<file path="config.mk">
export PLATFORM = sky130hd
export DESIGN_NAME = lcfs_fifo
export DESIGN_NICKNAME = d
export VERILOG_FILES = /design/src/hw/rtl/lcfs_fifo.sv
export SDC_FILE = /design/constraint.sdc
export NUM_CORES = 1
export LEC_CHECK = 0
export BUFFER_PORTS_ARGS = -buffer_cell sky130_fd_sc_hd__buf_4
export CAP_MARGIN = 0
export CORE_AREA = 2 2 39 41
export CTS_CLUSTER_SIZE = 12
export DETAILED_ROUTE_END_ITERATION = 7
export DIE_AREA = 0 0 41 43
export HOLD_SLACK_MARGIN = 0.05
export PLACE_DENSITY = 0.35
export REMOVE_ABC_BUFFERS = 1
export SLEW_MARGIN = 0
export SYNTH_ARGS = -nofsm -noshare
export SYNTH_HDL_FRONTEND = slang
export SYNTH_SLANG_ARGS = --single-unit
export TNS_END_PERCENT = 5
</file>
<file path="constraint.sdc">
create_clock -name clk_i -period 2.6 [get_ports clk_i]
set_clock_uncertainty 0.15 [all_clocks]
set_input_delay 0.13 -clock clk_i [delete_from_list [all_inputs] [get_ports clk_i]]
set_output_delay 0.13 -clock clk_i [all_outputs]
set_load 0.05 [all_outputs]
</file>
<file path="src/hw/rtl/lcfs_fifo.sv">
// Small first-word-fall-through queue used between the stages of the selector.
// Depends on nothing but its type and depth parameters.
module lcfs_fifo #(
  parameter type         T     = logic,
  parameter int unsigned Depth = 2
) (
  input  logic clk_i,
  input  logic rst_ni,
  input  logic push_i,
  input  T     data_i,
  output logic full_o,
  input  logic pop_i,
  output T     data_o,
  output logic empty_o
);
  localparam int unsigned PtrW = (Depth > 1) ? $clog2(Depth) : 1;
  localparam int unsigned FillW = $clog2(Depth + 1);

  T                 mem_q [Depth];
  logic [PtrW-1:0]  wr_ptr_q, rd_ptr_q;
  logic [FillW-1:0] fill_q;
  logic             do_push, do_pop;

  assign full_o  = (fill_q == FillW'(Depth));
  assign empty_o = (fill_q == '0);
  assign do_push = push_i && !full_o;
  assign do_pop  = pop_i && !empty_o;
  assign data_o  = mem_q[rd_ptr_q];

  // Pointers and fill level.
  always_ff @(posedge clk_i or negedge rst_ni) begin
    if (!rst_ni) begin
      wr_ptr_q <= '0;
      rd_ptr_q <= '0;
      fill_q   <= '0;
    end else begin
      if (do_push) begin
        wr_ptr_q <= (wr_ptr_q == PtrW'(Depth - 1)) ? '0 : wr_ptr_q + 1'b1;
      end
      if (do_pop) begin
        rd_ptr_q <= (rd_ptr_q == PtrW'(Depth - 1)) ? '0 : rd_ptr_q + 1'b1;
      end
      if (do_push && !do_pop) begin
        fill_q <= fill_q + 1'b1;
      end else if (do_pop && !do_push) begin
        fill_q <= fill_q - 1'b1;
      end
    end
  end

  // Storage of the waiting beats.
  always_ff @(posedge clk_i) begin
    if (do_push) begin
      mem_q[wr_ptr_q] <= data_i;
    end
  end

endmodule

</file>
======== Word-level counts from Yosys, hierarchy flattened ========
Memories as Yosys holds them, arrays and structs flattened.
Index checks and enable logic that the tools add are counted.
storage, ports and cells
  register bits ........................... 4
  bits in writable memories ............... 2
  bits of input ports ..................... 5
  output and inout port bits .............. 3
  word-level logic and storage cells ...... 25
  memories ................................ 1
operators by class
  add/sub/neg operators ................... 4
  equality and inequality tests ........... 1
  mux-type cells .......................... 6
  reductions and logical operators ........ 10
memories
  memory  depth  width  read ports  clocked after memory_dff  wr ports  line  source
  mem_q   2      1      1           0                         1         19    T mem_q [Depth];
operator list
  kind                                              count
  logical AND 1 bit                                 4
  logical NOT 1 bit                                 4
  2-to-1 mux 1 bit                                  4
  2-to-1 mux 2 bit                                  2
  adder 1 bit, second input constant                2
  adder 2 x 1 -> 2 bit, second input constant       1
  equality test 2 bit, second input constant        1
  logical NOT 2 bit                                 1
  nonzero test 2 bit                                1
  subtractor 2 x 1 -> 2 bit, second input constant  1

======== Longest topological paths before layout ========
  depth after elaboration ................. 7
  gate-level depth with buffers ........... 7
  mapped depth without buffers ............ 7

======== Least setup slack after synthesis ========
No wires, ideal clock.
  path type ............................... register to register
  from .................................... register fill_q[0]
  to ...................................... register fill_q[1]
  library setup time ...................... 0.079 ns
  data arrival time ....................... 1.282 ns
  setup slack ............................. 1.089 ns
  cell stages (with the launch flop) ...... 7
  period minus slack after synthesis ...... 1.511 ns
  cell sequence ........................... dfrtp_1 > nand2b_1 > nand2_1 > inv_1 > ha_1 > nor2_1 > xor2_1
between the ends
  longest elaborated chain between the ends .. 6
  elaborated cells on any way between the ends .. 15
RTL lines
  item                                                                     line    source
  from (decl)                                                              21      logic [FillW-1:0] fill_q;
  from (signal assigned)                                                   44      fill_q <= fill_q + 1'b1;
  from (signal assigned)                                                   46      fill_q <= fill_q - 1'b1;
  equality test 2 bit or logical NOT 2 bit (tied branches)                 24, 25
  logical NOT 1 bit, on equally long branches                              26, 27
  logical AND 1 bit, on equally long branches                              26, 27
  logical NOT 1 bit, on equally long branches                              45, 43
  logical AND 1 bit, on equally long branches                              45, 43
  nonzero test 2 bit (no source line) or 2-to-1 mux 2 bit (tied branches)  --
Several ways; a longest one is shown, not always the timed one. The select of a mux whose other input is x is not followed.
A chain may end at the register's enable or synchronous reset.

======== Worst setup path in the final report ========
Same ends and word-level chain as after synthesis.

==> impl_metrics.env <==
export IMPL_status="completed"
export IMPL_port_buffers=7
export IMPL_ys_types=12
export IMPL_grt_pass1_vias=195
export IMPL_end_kind="flop"
export IMPL_synth_compound_area_share_pct=1.87
export IMPL_finalPower_uw=523
export IMPL_maxSlewHeadroom_pct=86.6
export IMPL_path_common_cell="xor2_1"
export IMPL_die_y_um=43
export IMPL_r2r_start="fill_q[0]$_DFFE_PN0P_"
export IMPL_yosys_warnings=0
export IMPL_clockRootBuffer="clkbuf_4"
export IMPL_finalCriticalPeriod_ns=1.62
export IMPL_synth_xor_area_share_pct=16.4
export IMPL_synth_top_family_by_area="XOR/XNOR gates"
export IMPL_rows=14
export IMPL_drt_wl_total_um=462
export IMPL_seqPwrFrac_pct=33.9
export IMPL_hp_class="in -> async"
export IMPL_ctsHtreeMaxLevel=1
export IMPL_cts_hold_buffers=2
export IMPL_cp_max_fo=5
export IMPL_area_growth_pct=44.4
export IMPL_power_leakage_uw=0.000183
export IMPL_drt_vias_per_instance=3.84
export IMPL_ioPinCount=8
export IMPL_fillCellCount=147
export IMPL_slowest_stage="dfrtp_1"
export IMPL_cts_buffers=3
export IMPL_worstSetupPathDepth=7
export IMPL_p_comb_share_pct=47.2
export IMPL_p_sw_uw=221
export IMPL_drc=0
export IMPL_cts_sinks=6
export IMPL_internal_power_uw=301
export IMPL_grt_max_degree=6
export IMPL_critical_path_max_stage_delay_ns=0.42
export IMPL_diodes=0
export IMPL_ff2ff_setup_slack_ns=0.98
export IMPL_antenna_found_initial=0
export IMPL_grt_pass1_wl_um=738
export IMPL_drv_slew=0
export IMPL_cts_tree="done"
export IMPL_grt_ovfl_total=0
export IMPL_synth_mux_area_share_pct=4.21
export IMPL_initial_core_util_pct=19.3
export IMPL_hold_viol_final=0
export IMPL_die_w_um=41
export IMPL_synth_area_leader_cell="dfrtp_1"
export IMPL_first_pass_iters=4
export IMPL_synthAdderAreaFrac_pct=4.67
export IMPL_clk_latency_ns=0.25
export IMPL_track_usage_pct=6.85
export IMPL_synthCells=22
export IMPL_synthSimpleGateAreaFrac_pct=10.3
export IMPL_switching_share_pct=42.4
export IMPL_ctsResizeCount=0
export IMPL_ir_worst_vdd_mv=0.349
export IMPL_timing_max_cap_violations=0
export IMPL_wl_per_cell_um=9.06
export IMPL_clk_pin_slew_ns=0.06
export IMPL_start_kind="flop"
export IMPL_clock_path_buffers=2
export IMPL_ff2ff_path_depth=7
export IMPL_finalSetupViolCount=0
export IMPL_syn_area_um2=268
export IMPL_yosysSeqAreaShare_pct=59.8
export IMPL_critical_path_arrival_ns=1.64
export IMPL_via_count=196
export IMPL_core_mm2=0.00138
export IMPL_layout_drive_gt1_share_pct=31.4
export IMPL_power_density_mw_per_mm2=1350
export IMPL_pwr_share_clk_pct=18.9
export IMPL_path_buf_inv=1
export IMPL_gp_congestion=0.651
export IMPL_crit_type="reg -> reg"
export IMPL_layout_commonest_cell="buf_4"
export IMPL_rsz0062_at_grt="no"
export IMPL_r2r_end="fill_q[1]$_DFFE_PN0P_"
export IMPL_layout_common_cells="buf_4, dfrtp_1, nor2_1, xnor2_1, clkbuf_4"
export IMPL_tightest_slew_ns=0.199
export IMPL_die_area_mm2=0.00176
export IMPL_path_cells="nand2b_1 -> nand2_1 -> inv_1 -> ha_1 -> xor2_1 -> nor2_1 -> xor2_1"
export IMPL_finalSetupTns_ns=0
export IMPL_post_cts_buffers=0
export IMPL_avgSynthCellArea_um2=12.2
export IMPL_finalCritPeriodShare_pct=62.2
export IMPL_synth_seq_cells=6
export IMPL_drt_iter0_drc=4
export IMPL_ant_nets=0
export IMPL_synth_area_leaders="dfrtp_1, edfxtp_1, xnor2_1"
export IMPL_fmax_mhz=619
export IMPL_final_nets=42
export IMPL_worstPathRequired_ns=2.62
export IMPL_cp_top_family="simple AND/OR/NAND/NOR gates"
export IMPL_netlist_area_leader_share_pct=37.4
==> synthesized netlist by cell type <==
cell      n
nand2b_1  1
ha_1      1
and3_1    1
inv_1     2
nor2_1    3
xor2_1    2
edfxtp_1  2
nand2_1   1
o21ai_1   1
dfrtp_1   4
mux2_2    1
xnor2_1   3
==> power groups by stage <==
stage               clock network, uW  registers [uW]  logic (uW)
global placement                    0             179         245
detailed placement                  0             179         246
floorplan                           0             172         191
global route                      104             183         266
finish                           98.8             177         247
CTS                               101             178         250
==> cells by family (layout without fill, tap and decap cells) <==
family,Yosys count,in the layout
multiplexers,1,1
XOR/XNOR,5,5
flip-flops,6,6
AND/OR/NAND/NOR,6,6
adder cells (fa/ha/maj),1,1
buffers and inverters,2,15
AO/OA/AOI/OAI,1,1
==> final cells by class <==
cell class	count	area [um^2]	area share, %
tap	16	20.0	5.18
clock buffer	4	26.3	6.80
inverter	2	7.51	1.94
sequential	6	160	41.4
timing repair buffer	9	72.6	18.8
multi-input combinational	14	100	25.9
==> worst max-delay path by stage <==
stage                     startpoint                     to  slack (ns)
5_1_grt        fill_q[0]$_DFFE_PN0P_  fill_q[1]$_DFFE_PN0P_        0.86
4_1_cts        fill_q[0]$_DFFE_PN0P_  fill_q[1]$_DFFE_PN0P_        0.97
3_5_place_dp   fill_q[0]$_DFFE_PN0P_  fill_q[1]$_DFFE_PN0P_        0.98
6_report       fill_q[0]$_DFFE_PN0P_  fill_q[1]$_DFFE_PN0P_        0.98
2_1_floorplan  fill_q[0]$_DFFE_PN0P_  fill_q[1]$_DFFE_PN0P_        1.09
3_3_place_gp   fill_q[0]$_DFFE_PN0P_  fill_q[1]$_DFFE_PN0P_        0.99
==> state kept, by name, indices dropped and copies added, names as in the netlist <==
signal and cells:
wr_ptr_q 1, rd_ptr_q 1, fill_q 2, mem_q 2
==> through the flow <==
| stage | cells | cell area [um^2] | setup slack (ns) | utilization [%] | hold slack [ns] |
|---|---|---|---|---|---|
| detailed placement | 45 | 340 | 0.981 | 24.6 | -0.216 |
| finish | 51 | 387 | 0.984 | 27.9 | 0.0580 |
| CTS | 51 | 387 | 0.969 | 27.9 | 0.0546 |
| global route | 51 | 387 | 0.862 | 27.9 | 0.0646 |
| floorplan | 22 | 268 | 1.09 | - | -0.316 |
| global placement | 45 | 340 | 0.987 | 24.6 | -0.217 |
==> layer usage <==
layer | track usage [%] | part of all wire (%) | wire length, um | vias to the layer above
li1 | - | - | - | 98
met4 | 10.0 | 1.7 | 8 | 0
met5 | 0 | 0 | 0 | -
met1 | 8.14 | 47 | 219 | 90
met2 | 7.81 | 44 | 204 | 6
met3 | 1.57 | 6.3 | 29 | 2
==> worst reg2reg max path: cells and delay by family, from the launching register on <==
| family | cells | cell delay (ns) |
|---|---|---|
| buf+inv | 1 | 0.05 |
| simple gates | 3 | 0.44 |
| fa+ha+maj | 1 | 0.18 |
| xor+xnor | 2 | 0.29 |
| flops | 1 | 0.42 |
Note: power is estimated with default switching activity, not from simulation.
