===== config.mk =====
export PLATFORM = sky130hd
export DESIGN_NAME = lcfs_front
export DESIGN_NICKNAME = d
export VERILOG_FILES = /design/src/hw/rtl/lcfs_pkg.sv /design/src/hw/rtl/lcfs_front.sv
export SDC_FILE = /design/constraint.sdc
export NUM_CORES = 1
export LEC_CHECK = 0
export ABC_AREA = 1
export BUFFER_PORTS_ARGS = -buffer_cell sky130_fd_sc_hd__buf_2
export CORE_MARGIN = 2
export CORE_UTILIZATION = 58
export DETAILED_ROUTE_END_ITERATION = 10
export PLACE_DENSITY_LB_ADDON = 0.3
export SYNTH_ARGS = -nofsm -noshare
export SYNTH_HDL_FRONTEND = slang
export SYNTH_SLANG_ARGS = --single-unit

===== constraint.sdc =====
create_clock -name clk_i -period 19.63 [get_ports clk_i]
set_clock_uncertainty 0.2 [all_clocks]
set_input_delay 0.9815 -clock clk_i [delete_from_list [all_inputs] [get_ports clk_i]]
set_output_delay 0.9815 -clock clk_i [all_outputs]
set_load 0.1 [all_outputs]

===== src/hw/rtl/lcfs_pkg.sv =====
// Package of the LFO driven crossfade selector: constants, beat types, helpers.
// No dependencies; every other file of the block but lcfs_fifo and the macro header imports it.
package lcfs_pkg;

  // Block dimensions.
  localparam int unsigned NumSlots   = 8;
  localparam int unsigned SampleBits = 16;
  localparam int unsigned EntW       = $clog2(NumSlots);
  localparam int unsigned CntW       = $clog2(NumSlots + 1);
  localparam int unsigned QueueDepth = 2;

  // Q16 position and LFO mapping.
  localparam int unsigned PosW       = 17;
  localparam int unsigned WideW      = (SampleBits >= 16) ? SampleBits + 1 : 17;
  localparam int unsigned LfoFracW   = 15;
  localparam int unsigned RecipW     = 24;
  localparam logic [RecipW-1:0] RecipM = 24'd8589935;  // ceil(2^30 / 125)
  localparam int unsigned RecipShift = 22;
  localparam logic [WideW-1:0] LfoOffset = WideW'(16000);
  localparam logic [WideW-1:0] LfoSpan   = WideW'(32000);
  localparam logic [PosW-1:0] QOne      = 17'h10000;
  localparam logic [PosW-1:0] EdgeLow   = 17'd6;
  localparam logic [PosW-1:0] EdgeHigh  = 17'd65530;

  // Random stepping.
  localparam logic [31:0] LfsrTaps = 32'h8020_0003;
  localparam logic [31:0] LfsrSeed = 32'hACE1_ACE1;

  // Configuration port.
  localparam int unsigned CfgIdxW  = 2;
  localparam int unsigned CfgDataW = 2;
  localparam logic [CfgIdxW-1:0] CfgCvRange = 2'd0;
  localparam logic [CfgIdxW-1:0] CfgVoid    = 2'd1;
  localparam logic [CfgIdxW-1:0] CfgReverse = 2'd2;
  localparam logic [CfgIdxW-1:0] CfgRandom  = 2'd3;

  // Range mode codes.
  localparam logic [1:0] CvBipolar = 2'd0;
  localparam logic [1:0] CvScanAll = 2'd2;

  typedef struct packed {
    logic [1:0] cv_range_mode;
    logic       void_mode;
    logic       reverse_mode;
    logic       random_mode;
  } cfg_t;

  typedef struct packed {
    logic signed [SampleBits-1:0] sample_0;
    logic signed [SampleBits-1:0] sample_1;
    logic signed [SampleBits-1:0] sample_2;
    logic signed [SampleBits-1:0] sample_3;
    logic signed [SampleBits-1:0] sample_4;
    logic signed [SampleBits-1:0] sample_5;
    logic signed [SampleBits-1:0] sample_6;
    logic signed [SampleBits-1:0] sample_7;
    logic signed [SampleBits-1:0] lfo_sample;
    logic [NumSlots-1:0]          connected_mask;
  } in_beat_t;

  typedef struct packed {
    logic signed [SampleBits-1:0] mix_out;
    logic [EntW-1:0]              current_slot;
    logic [EntW-1:0]              next_slot;
    logic [PosW-1:0]              current_weight;
    logic                         crossed;
    logic                         active;
  } out_beat_t;

  typedef logic [NumSlots-1:0][SampleBits-1:0] smp_vec_t;
  typedef logic [NumSlots-1:0][EntW-1:0]       list_vec_t;

  // One classified item as handed from the front end to the back end.
  typedef struct packed {
    smp_vec_t        smp;
    list_vec_t       list;
    logic [CntW-1:0] n;
    logic            regular;
    logic            lo_ext;
    logic            hi_ext;
    logic [PosW-1:0] pos;
    logic [EntW-1:0] scan_cur;
    logic [EntW-1:0] scan_nxt;
    logic [PosW-1:0] scan_w;
  } work_t;

  // One step of the Galois LFSR, shifting right.
  function automatic logic [31:0] lfsr_step(input logic [31:0] x);
    logic [31:0] s;
    s = {1'b0, x[31:1]};
    return x[0] ? (s ^ LfsrTaps) : s;
  endfunction

endpackage


===== src/hw/rtl/lcfs_front.sv =====
// Front end: accepts input beats, builds the slot list and the Q16 LFO position.
// Depends on lcfs_pkg; feeds the work queue in front of the back end.
module lcfs_front (
  input  logic                clk_i,
  input  logic                rst_ni,
  input  lcfs_pkg::cfg_t      cfg_i,
  input  logic                push_i,
  input  lcfs_pkg::in_beat_t  beat_i,
  output logic                full_o,
  output logic                work_valid_o,
  output lcfs_pkg::work_t     work_o,
  input  logic                work_ready_i
);
  import lcfs_pkg::*;

  localparam int unsigned ProdW = LfoFracW + RecipW;
  localparam int unsigned QW    = PosW + CntW;

  typedef struct packed {
    smp_vec_t        smp;
    list_vec_t       list;
    logic [CntW-1:0] n;
    logic            regular;
    logic            p_zero;
    logic            p_full;
    logic [15:0]     p_frac;
  } stage_b_t;

  logic     a_valid_q, b_valid_q;
  in_beat_t a_beat_q;
  stage_b_t b_q, b_d;
  logic     a_load, b_adv, work_push;

  // Two-stage pipeline that holds while the work queue is full.
  assign work_push    = b_valid_q && work_ready_i;
  assign b_adv        = !b_valid_q || work_push;
  assign full_o       = a_valid_q && !b_adv;
  assign a_load       = push_i && !full_o;
  assign work_valid_o = b_valid_q;

  // First stage: slot list, count and the scaled LFO product.
  always_comb begin
    logic [NumSlots-1:0]    used;
    logic [CntW-1:0]        cnt;
    logic signed [WideW-1:0] v;
    logic [ProdW-1:0]       prod;
    b_d.smp[0] = a_beat_q.sample_0;
    b_d.smp[1] = a_beat_q.sample_1;
    b_d.smp[2] = a_beat_q.sample_2;
    b_d.smp[3] = a_beat_q.sample_3;
    b_d.smp[4] = a_beat_q.sample_4;
    b_d.smp[5] = a_beat_q.sample_5;
    b_d.smp[6] = a_beat_q.sample_6;
    b_d.smp[7] = a_beat_q.sample_7;
    used = cfg_i.void_mode ? '1 : a_beat_q.connected_mask;
    b_d.list = '0;
    cnt = '0;
    for (int i = 0; i < NumSlots; i++) begin
      if (used[i]) begin
        b_d.list[cnt[EntW-1:0]] = EntW'(i);
      end
      cnt = cnt + CntW'(used[i]);
    end
    b_d.n = cnt;
    b_d.regular = (cfg_i.cv_range_mode < CvScanAll);
    v = {{(WideW - SampleBits){a_beat_q.lfo_sample[SampleBits-1]}}, a_beat_q.lfo_sample};
    if (cfg_i.cv_range_mode == CvBipolar) begin
      v = v + $signed(LfoOffset);
    end
    b_d.p_zero = v[WideW-1] || (v == '0);
    b_d.p_full = !v[WideW-1] && ($unsigned(v) >= LfoSpan);
    prod = ProdW'(v[LfoFracW-1:0]) * ProdW'(RecipM);
    b_d.p_frac = prod[RecipShift +: 16];
  end

  // Second stage: position, extremes and the scan-all pair and weight.
  always_comb begin
    logic [PosW-1:0] p;
    logic [QW-1:0]   q;
    logic [CntW:0]   raw, raw_inc;
    p = b_q.p_zero ? '0 : (b_q.p_full ? QOne : {1'b0, b_q.p_frac});
    q = QW'(p) * QW'(b_q.n);
    raw = q[QW-1:16];
    raw_inc = raw + 1'b1;
    work_o.smp      = b_q.smp;
    work_o.list     = b_q.list;
    work_o.n        = b_q.n;
    work_o.regular  = b_q.regular;
    work_o.pos      = p;
    work_o.lo_ext   = (p <= EdgeLow);
    work_o.hi_ext   = (p >= EdgeHigh);
    work_o.scan_cur = (raw >= {1'b0, b_q.n}) ? '0 : raw[EntW-1:0];
    work_o.scan_nxt = (raw_inc >= {1'b0, b_q.n}) ? '0 : raw_inc[EntW-1:0];
    work_o.scan_w   = QOne - {1'b0, q[15:0]};
  end

  // Stage valid bits.
  always_ff @(posedge clk_i or negedge rst_ni) begin
    if (!rst_ni) begin
      a_valid_q <= 1'b0;
      b_valid_q <= 1'b0;
    end else begin
      a_valid_q <= a_load || (a_valid_q && !b_adv);
      if (b_adv) begin
        b_valid_q <= a_valid_q;
      end
    end
  end

  // Stage payloads.
  always_ff @(posedge clk_i) begin
    if (a_load) begin
      a_beat_q <= beat_i;
    end
    if (b_adv && a_valid_q) begin
      b_q <= b_d;
    end
  end

endmodule


After elaboration in Yosys (flattened, before gate mapping)
Cells that the tools add are included.

Output and inout bits: 201. Register bits after elaboration: 329. Input port bits: 161. Word-level logic and storage cells: 129.

Add/subtract/negate cells: 10. Reduce and logical (&&, ||, !) cells: 21. $mul: 2. Mux-type cells: 27. Order comparisons: 20. Bitwise gates (word level): 16.

Operator list (number): two-way mux 24 bit (6); demux 3 bit (select 3 bit) (6); two-way mux 17 bit (3); OR 16 bit (3); multiplier 15 x 24 -> 38 bit (second input constant) (1); inverter 16 bit (2); two-way mux 3 bit (9); AND 8 bit (3); inverter 8 bit (3); OR 24 bit (1); multiplier 17 x 4 -> 21 bit (1); less-than comparator 3 x 4 -> 1 bit (second input constant) (5); adder 16 x 15 -> 17 bit (second input constant) (1); greater-or-equal comparator 17 x 15 -> 1 bit (second input constant) (1); greater-or-equal comparator 17 x 16 -> 1 bit (second input constant) (1); less-or-equal comparator 17 x 3 -> 1 bit (second input constant) (1); zero test 17 bit (1); subtractor 17 x 16 -> 17 bit (first input constant) (1); adder 4 x 1 -> 4 bit (4); AND 16 bit (1); AND 3 x 16 -> 16 bit (1); OR 8 bit (2); greater-or-equal comparator 3 x 1 -> 1 bit (second input constant) (5); logical AND 1 bit (12); 16 further kinds (22).

Logic depth before layout (Yosys ltp)
Gate-level depths: netlist of run 1.

Depth in word-level cells: 19. Mapped depth: 29. Gate-level depth less buffers: 29.

Worst setup path after synthesis of run 1
No wires, ideal clock.

Path kind: input to register. Start: input port work_ready_i. End: register b_q[0] (netlist name) (enable). Library setup time: 0.768 ns. Path slack: 9.280 ns. Stages on the path: 2. Arrival: 9.382 ns. Data required time: 18.662 ns. Path buffers: 0. Path through: inv_1 -> a21oi_1.

Cells in the longest elaborated chain, start to end: 3.

Ends and longest elaborated chain: start, declared (line lcfs_front.sv:12) `input logic work_ready_i`; logical AND 1 bit (line lcfs_front.sv:35) `assign work_push = b_valid_q && work_ready_i;`; logical OR 1 bit (line lcfs_front.sv:36) `assign b_adv = !b_valid_q || work_push;`; logical AND 1 bit (line lcfs_front.sv:115) `if (b_adv && a_valid_q) begin`; end signal, assigned (line lcfs_front.sv:116) `b_q <= b_d;`; end, declared (line lcfs_front.sv:31) `stage_b_t b_q, b_d;`.

Every way passes these cells. A chain may end at the register's enable or synchronous reset.

==> results of run 1 <==
==> path summary, 6_finish.rpt <==
check / from / to / cells past startpoint
min in group asynchronous: rst_ni / work_valid_o / 2
min: a_beat_q[136] / work_o[71] / 0
max in group asynchronous: rst_ni / a_valid_q / 2
max: b_q[17] / work_o[18] / 25
min reg2reg: a_beat_q[136] / work_o[71] / 0
max reg2reg: a_beat_q[15] / b_q[12] / 24
==> layout by cell type, fill, tap and decap left out, drive strengths merged, types with 6 or more instances in the layout <==
cell type / count
inv: 394
buf: 362
nand2: 353
edfxtp: 327
ha: 207
nor2: 180
fa: 120
nand3: 83
a21oi: 58
o21ai: 39
clkbuf: 33
xor2: 23
nor3: 22
nand4: 16
clkinv: 15
xnor2: 11
nor4: 8
o21bai: 6
or2: 6
==> cell type report <==
class                   instances  area, µm²
flip-flops and latches        329       9869
well taps                     468      585.6
diodes                          5      12.51
fillers                      2852      12750
multi-input cells            1166       8940
inverters                     392       1476
clock buffers                  33      783.3
clock inverters                23      260.3
repair buffers                363       1842
==> cell families (layout without fill, tap and decap cells) <==
logic type                 Yosys count  in the layout  share of synthesized area
buffers and inverters              556            811                     0.1247
and+or+nand+nor                    678            678                     0.1339
DFF                                329            329                     0.4595
other                                0              5                          0
adders and majority gates          327            327                     0.2324
xor gates and xnor gates            34             34                    0.01631
AOI/OAI and AO/OA                  127            127                    0.03309
==> metal layers <==
layer / part of all wire / vias up
li1: - / 6952
met1: 0.41 / 6762
met2: 0.49 / 507
met3: 0.066 / 128
met4: 0.039 / 6
met5: 0.00057 / -
==> synthesized netlist by cell type, drive strengths merged, types with 16 or more instances <==
master and number:
ha 207, inv 392, edfxtp 327, o21ai 39, nand2 353, a21oi 58
nor2 180, xor2 23, buf 159, nor3 22, nand3 83, fa 120
nand4 16
==> flip-flops by register name (all words and copies together), names as in the netlist <==
register      count
work_o          157
a_beat_q        152
b_q              18
a_valid_q         1
work_valid_o      1
==> stage by stage <==
stage | util | std cells
3_5_place_dp | 0.6216 | 2717
5_1_grt | 0.6507 | 2778
6_report | 0.6508 | 2779
4_1_cts | 0.6505 | 2774
2_1_floorplan | - | 2051
3_3_place_gp | 0.6216 | 2717
==> worst max-delay path, stage by stage, from the launching register on <==
cell,delay [ps]
sky130_fd_sc_hd__edfxtp_1,420
sky130_fd_sc_hd__nor2_1,230
sky130_fd_sc_hd__inv_1,320
sky130_fd_sc_hd__nor2_1,430
sky130_fd_sc_hd__nand2_1,140
sky130_fd_sc_hd__fa_1,560
sky130_fd_sc_hd__inv_1,60
sky130_fd_sc_hd__fa_1,470
sky130_fd_sc_hd__ha_1,390
sky130_fd_sc_hd__nand2_1,120
sky130_fd_sc_hd__inv_1,60
sky130_fd_sc_hd__a21oi_1,220
sky130_fd_sc_hd__nand3_1,160
sky130_fd_sc_hd__a21oi_1,200
sky130_fd_sc_hd__inv_1,60
sky130_fd_sc_hd__nand2_1,50
sky130_fd_sc_hd__nand2_1,140
sky130_fd_sc_hd__ha_1,350
sky130_fd_sc_hd__ha_1,280
sky130_fd_sc_hd__a21boi_0,120
sky130_fd_sc_hd__o21ai_0,140
sky130_fd_sc_hd__nand2_1,80
sky130_fd_sc_hd__a21oi_1,140
sky130_fd_sc_hd__nand3_1,130
sky130_fd_sc_hd__nor2_1,100
sky130_fd_sc_hd__buf_2,430
==> qor.txt, run 1 <==
STA
--------------------------------------------------------------------------------------
Fmax                                                                        0.1322 GHz
Final count of hold timing violations                                                0
Final WS setup                                                                12060 ps
Count of endpoints failing setup in the final report                                 0
Post-layout minimum cycle time                                                 7566 ps
Unrepaired setup endpoints after global routing                                  false
Part of the cycle the worst path needs                                          0.3854
Slew at the pin with the worst max-slew slack                                 987.9 ps
Count of pins over their slew limit                                                  0
Final-layout worst hold slack                                                 214.6 ps
Worst slew slack as a fraction of its limit                                     0.3414
Accumulated negative setup slack                                                  0 ps

ROUTING
--------------------------------------------------------------------------------------
Vias post-DR                                                                     14355
Detailed-route DRC error count                                                       0
Number of DRC markers in iteration 0                                               999
Routed Wire Length                                                            48.82 mm
Number of vias per cell                                                          5.166
Routed wire per std cell                                                      17.57 µm
Remaining antenna violation count after routing                                      0
Number of optimization iterations in the first detailed-route pass                   6

CLOCK TREE
--------------------------------------------------------------------------------------
TritonCTS buffer count                                                              31
CTS tree                                                                           yes
Total of cells resized after clock tree synthesis                                    0
Clock Pin Slew Worst Setup and Hold Paths                                        70 ps
Clock sink total                                                                   329
Clk_lat worst skew                                                              580 ps
Quantity of hold-fixing buffers added after cts                                      1
H-tree levels                                                                        1
Deepest clock path buffer count                                                      3
Clock tree root driver cell                                               sky130_fd_sc_hd__clkbuf_16
Post-CTS setup buffers                                                               0

SETUP PATH
--------------------------------------------------------------------------------------
Category of the most critical setup path                                  flop to output port
CP Launch Type                                                                    flop
Crit path capture type                                                     output port
Data required time of the worst path                                          18450 ps
Endpoint arrival time on the critical path                                     6380 ps
Worst setup slack for register-to-register paths                              12450 ps
Peak fanout along the critical path                                                 20

SYNTH
--------------------------------------------------------------------------------------
Warning count from the yosys run                                                     0
Dominant cells by area after synthesis                                    sky130_fd_sc_hd__edfxtp_1 46%, sky130_fd_sc_hd__ha_1 12%, sky130_fd_sc_hd__fa_1 11%
Sequential share of the synthesized area                                        0.4595
Seq cells post-synth                                                               329
Mapped Cells                                                                      2051
Async set-or-reset flop fraction in the synthesized netlist                   0.006079
Post-Synthesis Net Count                                                          2539
Share of the synthesized area in the top cell type                              0.4572
Dominant cell type by area after synthesis                                sky130_fd_sc_hd__edfxtp_1
Synth Cell Area                                                            0.02148 mm²
Count of different cell masters after synthesis                                     46
Mean post-synth cell area                                                    10.47 µm²
Prevailing post-synth register cell                                       sky130_fd_sc_hd__edfxtp_1
Number of enable flip-flop cells after synthesis                                   327

GLOBAL ROUTING
--------------------------------------------------------------------------------------
Via count of the first global-routing pass                                       14467
Met2 usage                                                                      0.4343
First-pass GRT wire length                                                    75.58 mm
Layer with the highest usage after global routing                                 met2
Pin count of the biggest net entering global routing                               176
Number of antenna violations at the first check in global routing                    9
Gr ovfl total                                                                        0
Met3 Resource Use GR                                                           0.05424
Tot GR Track Use                                                                0.2534
Met1 global-route usage                                                         0.3223

PLACED DESIGN
--------------------------------------------------------------------------------------
Cell area after placement                                                  0.02270 mm²
IO Port Bufs                                                                       359
Weighted congestion reported at the end of routability-driven placement         0.9160
DP HPWL                                                                       39.37 mm
Worst slack at placement                                                      11810 ps

FINISH
--------------------------------------------------------------------------------------
Proportion of layout cells with a drive suffix above 1                          0.1960
Non-Filler Cell Area, Final                                                0.02377 mm²
Count of nets after finishing                                                     2771
Area added between synthesis and finish                                         10.67%

DIE
--------------------------------------------------------------------------------------
Height of the die                                                             196.4 µm
Die Area                                                                   0.03858 mm²
Num rows                                                                            70
Die span in x                                                                 196.4 µm
Ports                                                                              362
Initial core utilization                                                        0.5880
Floorplan core area                                                        0.03652 mm²

HOLD PATH
--------------------------------------------------------------------------------------
Class of the worst hold path                                              flop to flop

FLOW RUN
--------------------------------------------------------------------------------------
Max-cap viol count                                                                   0

OUTCOME
--------------------------------------------------------------------------------------
Result of the run                                                         finished, final reports clean

Power of run 1 is not shown: default switching activity piles up to over one toggle a cycle in this logic, so the estimate is an artifact.
==> run 2, diff against run 1 <==
Settings changed: ABC_AREA 1 to 0, CORE_UTILIZATION 58 to 57.
Clock period 19.63 ns to 7.1 ns, I/O delays scaled along.
==> qor.txt, run 2 <==
FINISH
--------------------------------------------------------------------------------------
Most common cell after layout, fill and taps aside                        sky130_fd_sc_hd__buf_2
Area added between synthesis and finish                                         20.45%
Non-Filler Cell Area, Final                                                0.02483 mm²
Commonest cells after routing, fill and taps aside                        353 x sky130_fd_sc_hd__buf_2, 327 x sky130_fd_sc_hd__edfxtp_1, 213 x sky130_fd_sc_hd__inv_1
Proportion of layout cells with a drive suffix above 1                          0.2347
Count of nets after finishing                                                     2536
Finished Core Util                                                              0.6981
Flip-flop count of the largest register after layout                               157

DIE
--------------------------------------------------------------------------------------
Die Area                                                                   0.03771 mm²
Die span in x                                                                 194.2 µm
Ports                                                                              362
Initial core utilization                                                        0.5796
Floorplan core area                                                        0.03557 mm²
Num rows                                                                            69
Height of the die                                                             194.2 µm

CLOCK TREE
--------------------------------------------------------------------------------------
Clock Pin Slew Worst Setup and Hold Paths                                        60 ps
CTS tree                                                                           yes
TritonCTS buffer count                                                              36
Clock tree root driver cell                                               sky130_fd_sc_hd__clkbuf_16
Clock sink total                                                                   329
Deepest clock path buffer count                                                      3
Clk_lat worst skew                                                              540 ps
H-tree levels                                                                        2

GLOBAL ROUTING
--------------------------------------------------------------------------------------
Number of antenna violations at the first check in global routing                    2
First-pass GRT wire length                                                    74.58 mm
Pin count of the biggest net entering global routing                               119
Tot GR Track Use                                                                0.2522
Gr ovfl total                                                                        0
Via count of the first global-routing pass                                       14053

SYNTH
--------------------------------------------------------------------------------------
Count of different cell masters after synthesis                                     76
Dominant cell type by area after synthesis                                sky130_fd_sc_hd__edfxtp_1
Commonest cells post-synth                                                327 x sky130_fd_sc_hd__edfxtp_1, 214 x sky130_fd_sc_hd__inv_1, 207 x sky130_fd_sc_hd__ha_1
Most used standard cell by instance count after synthesis                 sky130_fd_sc_hd__edfxtp_1
Post-Synthesis Net Count                                                          2146
Async set-or-reset flop fraction in the synthesized netlist                   0.006079
Seq cells post-synth                                                               329
Warning count from the yosys run                                                     0
Synth Cell Area                                                            0.02062 mm²
Sequential share of the synthesized area                                        0.4787
Mean post-synth cell area                                                    12.43 µm²
Number of enable flip-flop cells after synthesis                                   327
Dominant cells by area after synthesis                                    sky130_fd_sc_hd__edfxtp_1 48%, sky130_fd_sc_hd__ha_1 13%, sky130_fd_sc_hd__fa_1 12%
Share of the synthesized area in the top cell type                              0.4763
Prevailing post-synth register cell                                       sky130_fd_sc_hd__edfxtp_1
Mapped Cells                                                                      1658

SETUP PATH
--------------------------------------------------------------------------------------
Crit path max-delay cell type                                             sky130_fd_sc_hd__fa_1
Endpoint arrival time on the critical path                                     7010 ps
Worst path depth                                                                    24
Data required time of the worst path                                           7180 ps
Peak fanout along the critical path                                                  5
CP Launch Type                                                                    flop
Category of the most critical setup path                                  flop to flop
Number of cells on the worst reg-to-reg path                                        24
Critical path's top delay family                                           adder cells
Slowest cell delay on critical path                                             610 ps
Most common cell type on the critical path                                sky130_fd_sc_hd__fa_1
Crit path capture type                                                            flop
Crit path buf inv count                                                              5
Chain of cells forming the critical path                                  or3_1, or3_1, o21ai_2, xnor2_1, inv_2, fa_1, inv_1, fa_1, fa_1, inv_1, fa_1, fa_1, ha_1, ha_1, a21oi_1, o211ai_1, a311oi_1, o21ai_1, nand2_2, o211ai_1, buf_4, buf_4, nand4_1, o211ai_1

ROUTING
--------------------------------------------------------------------------------------
Routed wire per std cell                                                      18.56 µm
Vias post-DR                                                                     13395
Detailed-route DRC error count                                                       0
Number of DRC markers in iteration 0                                               784
Remaining antenna violation count after routing                                      0
Number of optimization iterations in the first detailed-route pass                   7
Number of vias per cell                                                          5.278
Routed Wire Length                                                            47.11 mm

POWER
--------------------------------------------------------------------------------------
Sw Pwr                                                                        5.928 mW
Cell-internal power                                                           5.950 mW
Total Power                                                                   11.88 mW
Combinational Power Share                                                        0.622
Relative contribution of sequential cells to total power                         0.222
Net switching share of the total power                                          0.4991
Standby leakage power                                                         11.28 nW
Worst supply voltage drop on vdd                                             0.8136 mV
Portion of total power attributed to the clock network                           0.156
Cell area power density                                                   478.3 mW/mm²

STA
--------------------------------------------------------------------------------------
Part of the cycle the worst path needs                                          0.9752
Fmax                                                                        0.1444 GHz
Post-layout minimum cycle time                                                 6924 ps
Count of pins over their slew limit                                                  0
Slew at the pin with the worst max-slew slack                                 925.0 ps
Final count of hold timing violations                                                0
Count of endpoints failing setup in the final report                                 0
Worst slew slack as a fraction of its limit                                     0.3803

FLOW RUN
--------------------------------------------------------------------------------------
Max-cap viol count                                                                   0

PLACED DESIGN
--------------------------------------------------------------------------------------
Cell area after placement                                                  0.02194 mm²
DP HPWL                                                                       33.80 mm
Weighted congestion reported at the end of routability-driven placement         0.9283
IO Port Bufs                                                                       359

HOLD PATH
--------------------------------------------------------------------------------------
Min-Delay Path Depth                                                                 0
Class of the worst hold path                                              flop to flop

OUTCOME
--------------------------------------------------------------------------------------
Result of the run                                                         finished, final reports clean

[run 2: changes by cell type after synthesis, moves of 10 or more]
cell	before	now
sky130_fd_sc_hd__nand2_1	342	103
sky130_fd_sc_hd__inv_1	385	214
sky130_fd_sc_hd__nor2_1	173	62
sky130_fd_sc_hd__nand3_1	81	34
sky130_fd_sc_hd__and3_1	0	31
sky130_fd_sc_hd__xnor2_1	9	35
sky130_fd_sc_hd__and2_1	5	28
sky130_fd_sc_hd__clkbuf_1	5	25
sky130_fd_sc_hd__a21o_1	5	23
sky130_fd_sc_hd__a21oi_1	58	42
sky130_fd_sc_hd__nor2b_1	0	14
sky130_fd_sc_hd__nand2b_1	0	13
sky130_fd_sc_hd__o21ai_0	38	27
sky130_fd_sc_hd__nand2_2	10	0
[run 2: metal layers]
metal,vias to the layer above,global-route usage,wire length [µm]
met3,79,0.04349,2649
met5,-,0,0
li1,6361,-,-
met4,0,0.07772,1304
met1,6502,0.3206,19430
met2,453,0.4421,23730
[run 2: power by group through the flow]
stage          clock, mW  combinational (mW)  sequential (mW)
3_5_place_dp           0                7.01             2.67
6_report            1.86                7.39             2.63
5_1_grt             1.97                8.02             2.66
3_3_place_gp           0                6.87             2.66
2_1_floorplan          0                5.74             2.61
4_1_cts             1.88                7.14             2.63
[run 2: kinds of logic after synthesis]
group / share of synthesized area
adders and majority gates: 0.2422
and+or+nand+nor: 0.09249
xor gates and xnor gates: 0.02494
DFF: 0.4787
buffers and inverters: 0.1021
AOI/OAI and AO/OA: 0.05693
muxes: 0.002610
[run 2: worst paths after layout]
path / start / endpoint / slack (ps)
min in group asynchronous: rst_ni / a_valid_q / 560
hold / removal: a_beat_q[33] / work_o[192] / 210
hold reg to reg: a_beat_q[33] / work_o[192] / 210
max in group asynchronous: rst_ni / work_valid_o / 5980
setup reg to reg: a_beat_q[19] / b_q[15] / 180
setup / recovery: a_beat_q[19] / b_q[15] / 180
[run 2: stage by stage]
stage               worst slack [ps]  cells  hold slack, ps  setup TNS, ps
floorplan                      1.988   1658          -140.6              0
global placement               114.4   2308          -60.08              0
detailed placement             37.85   2308          -57.76              0
CTS                            14.47   2531           205.8              0
global route                  -108.6   2538           220.1         -252.1
finish                         176.3   2538           214.7              0
[run 2: what timing repair did]
item | in CTS | in global routing
setup endpoints to repair | 0 | 19
hold endpoints to repair | 157 | 0
setup buffers | 0 | 5
hold buffers | 158 | 0
gates resized for setup | 0 | 19
[run 2: cell type report]
| class | instances | area, µm² |
|---|---|---|
| clock inverter | 24 | 240.2 |
| clock buffer | 41 | 940.9 |
| timing repair buffer | 539 | 3646 |
| multi-input combinational | 928 | 8750 |
| antenna | 2 | 5.005 |
| tap | 461 | 576.8 |
| fill | 2441 | 10740 |
| inverter | 214 | 803.3 |
| sequential | 329 | 9869 |
Note: power is estimated with default switching activity, not from simulation.
==> run 3, diff against run 2 <==
Settings changed: ABC_AREA 0 to 1, CORE_UTILIZATION 57 to 58.
==> qor.txt, run 3 (same netlist as run 1, synthesis figures left out) <==
OUTCOME
--------------------------------------------------------------------------------------
Result of the run                                                         finished, final reports clean

STA
--------------------------------------------------------------------------------------
Worst slew slack as a fraction of its limit                                     0.3127
Post-layout minimum cycle time                                                 6761 ps
Slew at the pin with the worst max-slew slack                                  1031 ps
Accumulated negative setup slack                                                  0 ps
Fmax                                                                        0.1479 GHz
Part of the cycle the worst path needs                                          0.9522
Unrepaired setup endpoints after global routing                                  false
Final count of hold timing violations                                                0
Final-layout worst hold slack                                                 197.3 ps
Count of pins over their slew limit                                                  0
Count of endpoints failing setup in the final report                                 0

GLOBAL ROUTING
--------------------------------------------------------------------------------------
Gr ovfl total                                                                        0
Tot GR Track Use                                                                0.2908
First-pass GRT wire length                                                    86.06 mm
Number of antenna violations at the first check in global routing                    2
Pin count of the biggest net entering global routing                                80
Via count of the first global-routing pass                                       15925

FINISH
--------------------------------------------------------------------------------------
Commonest cells after routing, fill and taps aside                        382 x sky130_fd_sc_hd__inv_1, 356 x sky130_fd_sc_hd__buf_2, 342 x sky130_fd_sc_hd__nand2_1
Finished Core Util                                                              0.6966
Proportion of layout cells with a drive suffix above 1                          0.1920
Most common cell after layout, fill and taps aside                        sky130_fd_sc_hd__inv_1
Count of nets after finishing                                                     2939
Area added between synthesis and finish                                         18.46%
Final cell count without fillers                                                  2944
Area used by multi-input combinational logic                              0.008992 mm²
Register cell area after layout                                           0.009869 mm²
Non-Filler Cell Area, Final                                                0.02544 mm²
Fillers                                                                           2600
Flip-flop count of the largest register after layout                               157

ROUTING
--------------------------------------------------------------------------------------
Routed wire per std cell                                                      18.91 µm
Detailed-route DRC error count                                                       0
Routed Wire Length                                                            55.68 mm
Number of DRC markers in iteration 0                                              1112
Number of optimization iterations in the first detailed-route pass                   5
Number of vias per cell                                                          5.201
Vias post-DR                                                                     15312
Remaining antenna violation count after routing                                      0

CLOCK TREE
--------------------------------------------------------------------------------------
H-tree levels                                                                        2
Clock sink total                                                                   329
CTS tree                                                                           yes
Deepest clock path buffer count                                                      3
Clock tree root driver cell                                               sky130_fd_sc_hd__clkbuf_16
Clock Pin Slew Worst Setup and Hold Paths                                        70 ps
Clk_lat worst skew                                                              540 ps
TritonCTS buffer count                                                              34

PLACED DESIGN
--------------------------------------------------------------------------------------
Cell Count Post-Placement                                                         2723
DP HPWL                                                                       40.25 mm
Cell area after placement                                                  0.02277 mm²
IO Port Bufs                                                                       359
Weighted congestion reported at the end of routability-driven placement         0.9391

POWER
--------------------------------------------------------------------------------------
Worst supply voltage drop on vdd                                             0.4722 mV
Cell area power density                                                   479.9 mW/mm²
Standby leakage power                                                         12.19 nW

DIE
--------------------------------------------------------------------------------------
Die span in x                                                                 196.4 µm
Initial core utilization                                                        0.5880
Ports                                                                              362
Floorplan core area                                                        0.03652 mm²
Num rows                                                                            70
Die Area                                                                   0.03858 mm²
Height of the die                                                             196.4 µm

SETUP PATH
--------------------------------------------------------------------------------------
Crit path capture type                                                            flop
Peak fanout along the critical path                                                  6
CP Launch Type                                                                    flop
Data required time of the worst path                                           7160 ps
Category of the most critical setup path                                  flop to flop
Endpoint arrival time on the critical path                                     6820 ps

FLOW RUN
--------------------------------------------------------------------------------------
Max-cap viol count                                                                   0

HOLD PATH
--------------------------------------------------------------------------------------
Class of the worst hold path                                              flop to flop

## run 3: path summary, 6_finish.rpt
path                              start           end  slack (ps)  cells past startpoint
setup / recovery           a_beat_q[15]        b_q[6]         340                     27
hold / removal             a_beat_q[83]   work_o[146]         200                      0
setup reg to reg           a_beat_q[15]        b_q[6]         340                     27
hold reg to reg            a_beat_q[83]   work_o[146]         200                      0
max in group asynchronous        rst_ni     a_valid_q        6050                      3
min in group asynchronous        rst_ni  work_valid_o         510                      3
## run 3: area by class of cell
| type | instances | area share |
|---|---|---|
| diodes | 2 | 0.0001967 |
| inverters | 392 | 0.05818 |
| repair inverters | 1 | 0.0001967 |
| flip-flops and latches | 329 | 0.3879 |
| repair buffers | 527 | 0.1359 |
| well taps | 468 | 0.02302 |
| clock buffers | 42 | 0.03462 |
| clock inverters | 17 | 0.006443 |
| multi-input cells | 1166 | 0.3535 |
## run 3: timing repair
| action | in CTS | in global routing |
|---|---|---|
| gates resized for setup | 0 | 9 |
| hold buffers | 157 | 0 |
| hold endpoints to repair | 157 | 0 |
| endpoints found under the setup margin | 0 | 17 |
| setup buffers | 0 | 2 |
## run 3: metal layers
layer	vias to the layer above	global-route usage	routed length, µm
li1	7285	-	-
met1	7237	0.3470	21330
met2	622	0.5188	28250
met3	168	0.04928	3433
met4	0	0.1282	2658
met5	-	0	0
## run 3: metrics by stage
step | power [mW] | setup slack [ps]
final | 12.21 | 339.3
after global routing | 13.12 | 1.868
after CTS | 12.10 | 138.8
after detailed placement | 10.30 | 249.8
after global placement | 10.17 | 483.8
after floorplan | 8.833 | 42.71
## run 3: where the power goes
| group | switching (mW) | internal (mW) | total [mW] |
|---|---|---|---|
| clock network | 0.766 | 0.966 | 1.73 |
| logic | 5.73 | 2.14 | 7.87 |
| registers | 0.120 | 2.48 | 2.60 |
| total | 6.62 | 5.59 | 12.2 |
## run 3: worst max-delay path: stages (launching register included)
cell and delay (ps):
sky130_fd_sc_hd__edfxtp_1 440, sky130_fd_sc_hd__ha_1 240, sky130_fd_sc_hd__inv_1 120, sky130_fd_sc_hd__nand3_1 160, sky130_fd_sc_hd__nor2_1 140, sky130_fd_sc_hd__inv_1 70, sky130_fd_sc_hd__or2_0 230, sky130_fd_sc_hd__a22oi_1 240
sky130_fd_sc_hd__inv_2 150, sky130_fd_sc_hd__ha_1 370, sky130_fd_sc_hd__fa_1 590, sky130_fd_sc_hd__fa_1 450, sky130_fd_sc_hd__fa_1 520, sky130_fd_sc_hd__fa_1 560, sky130_fd_sc_hd__inv_1 70, sky130_fd_sc_hd__fa_1 540
sky130_fd_sc_hd__inv_1 40, sky130_fd_sc_hd__ha_1 330, sky130_fd_sc_hd__a21oi_1 220, sky130_fd_sc_hd__o21ai_0 170, sky130_fd_sc_hd__nand2_1 100, sky130_fd_sc_hd__nand2_1 70, sky130_fd_sc_hd__a21oi_1 130, sky130_fd_sc_hd__nand2_1 110
sky130_fd_sc_hd__nand2_1 100, sky130_fd_sc_hd__nand2_1 60, sky130_fd_sc_hd__nand2_1 60, sky130_fd_sc_hd__nand2_1 40
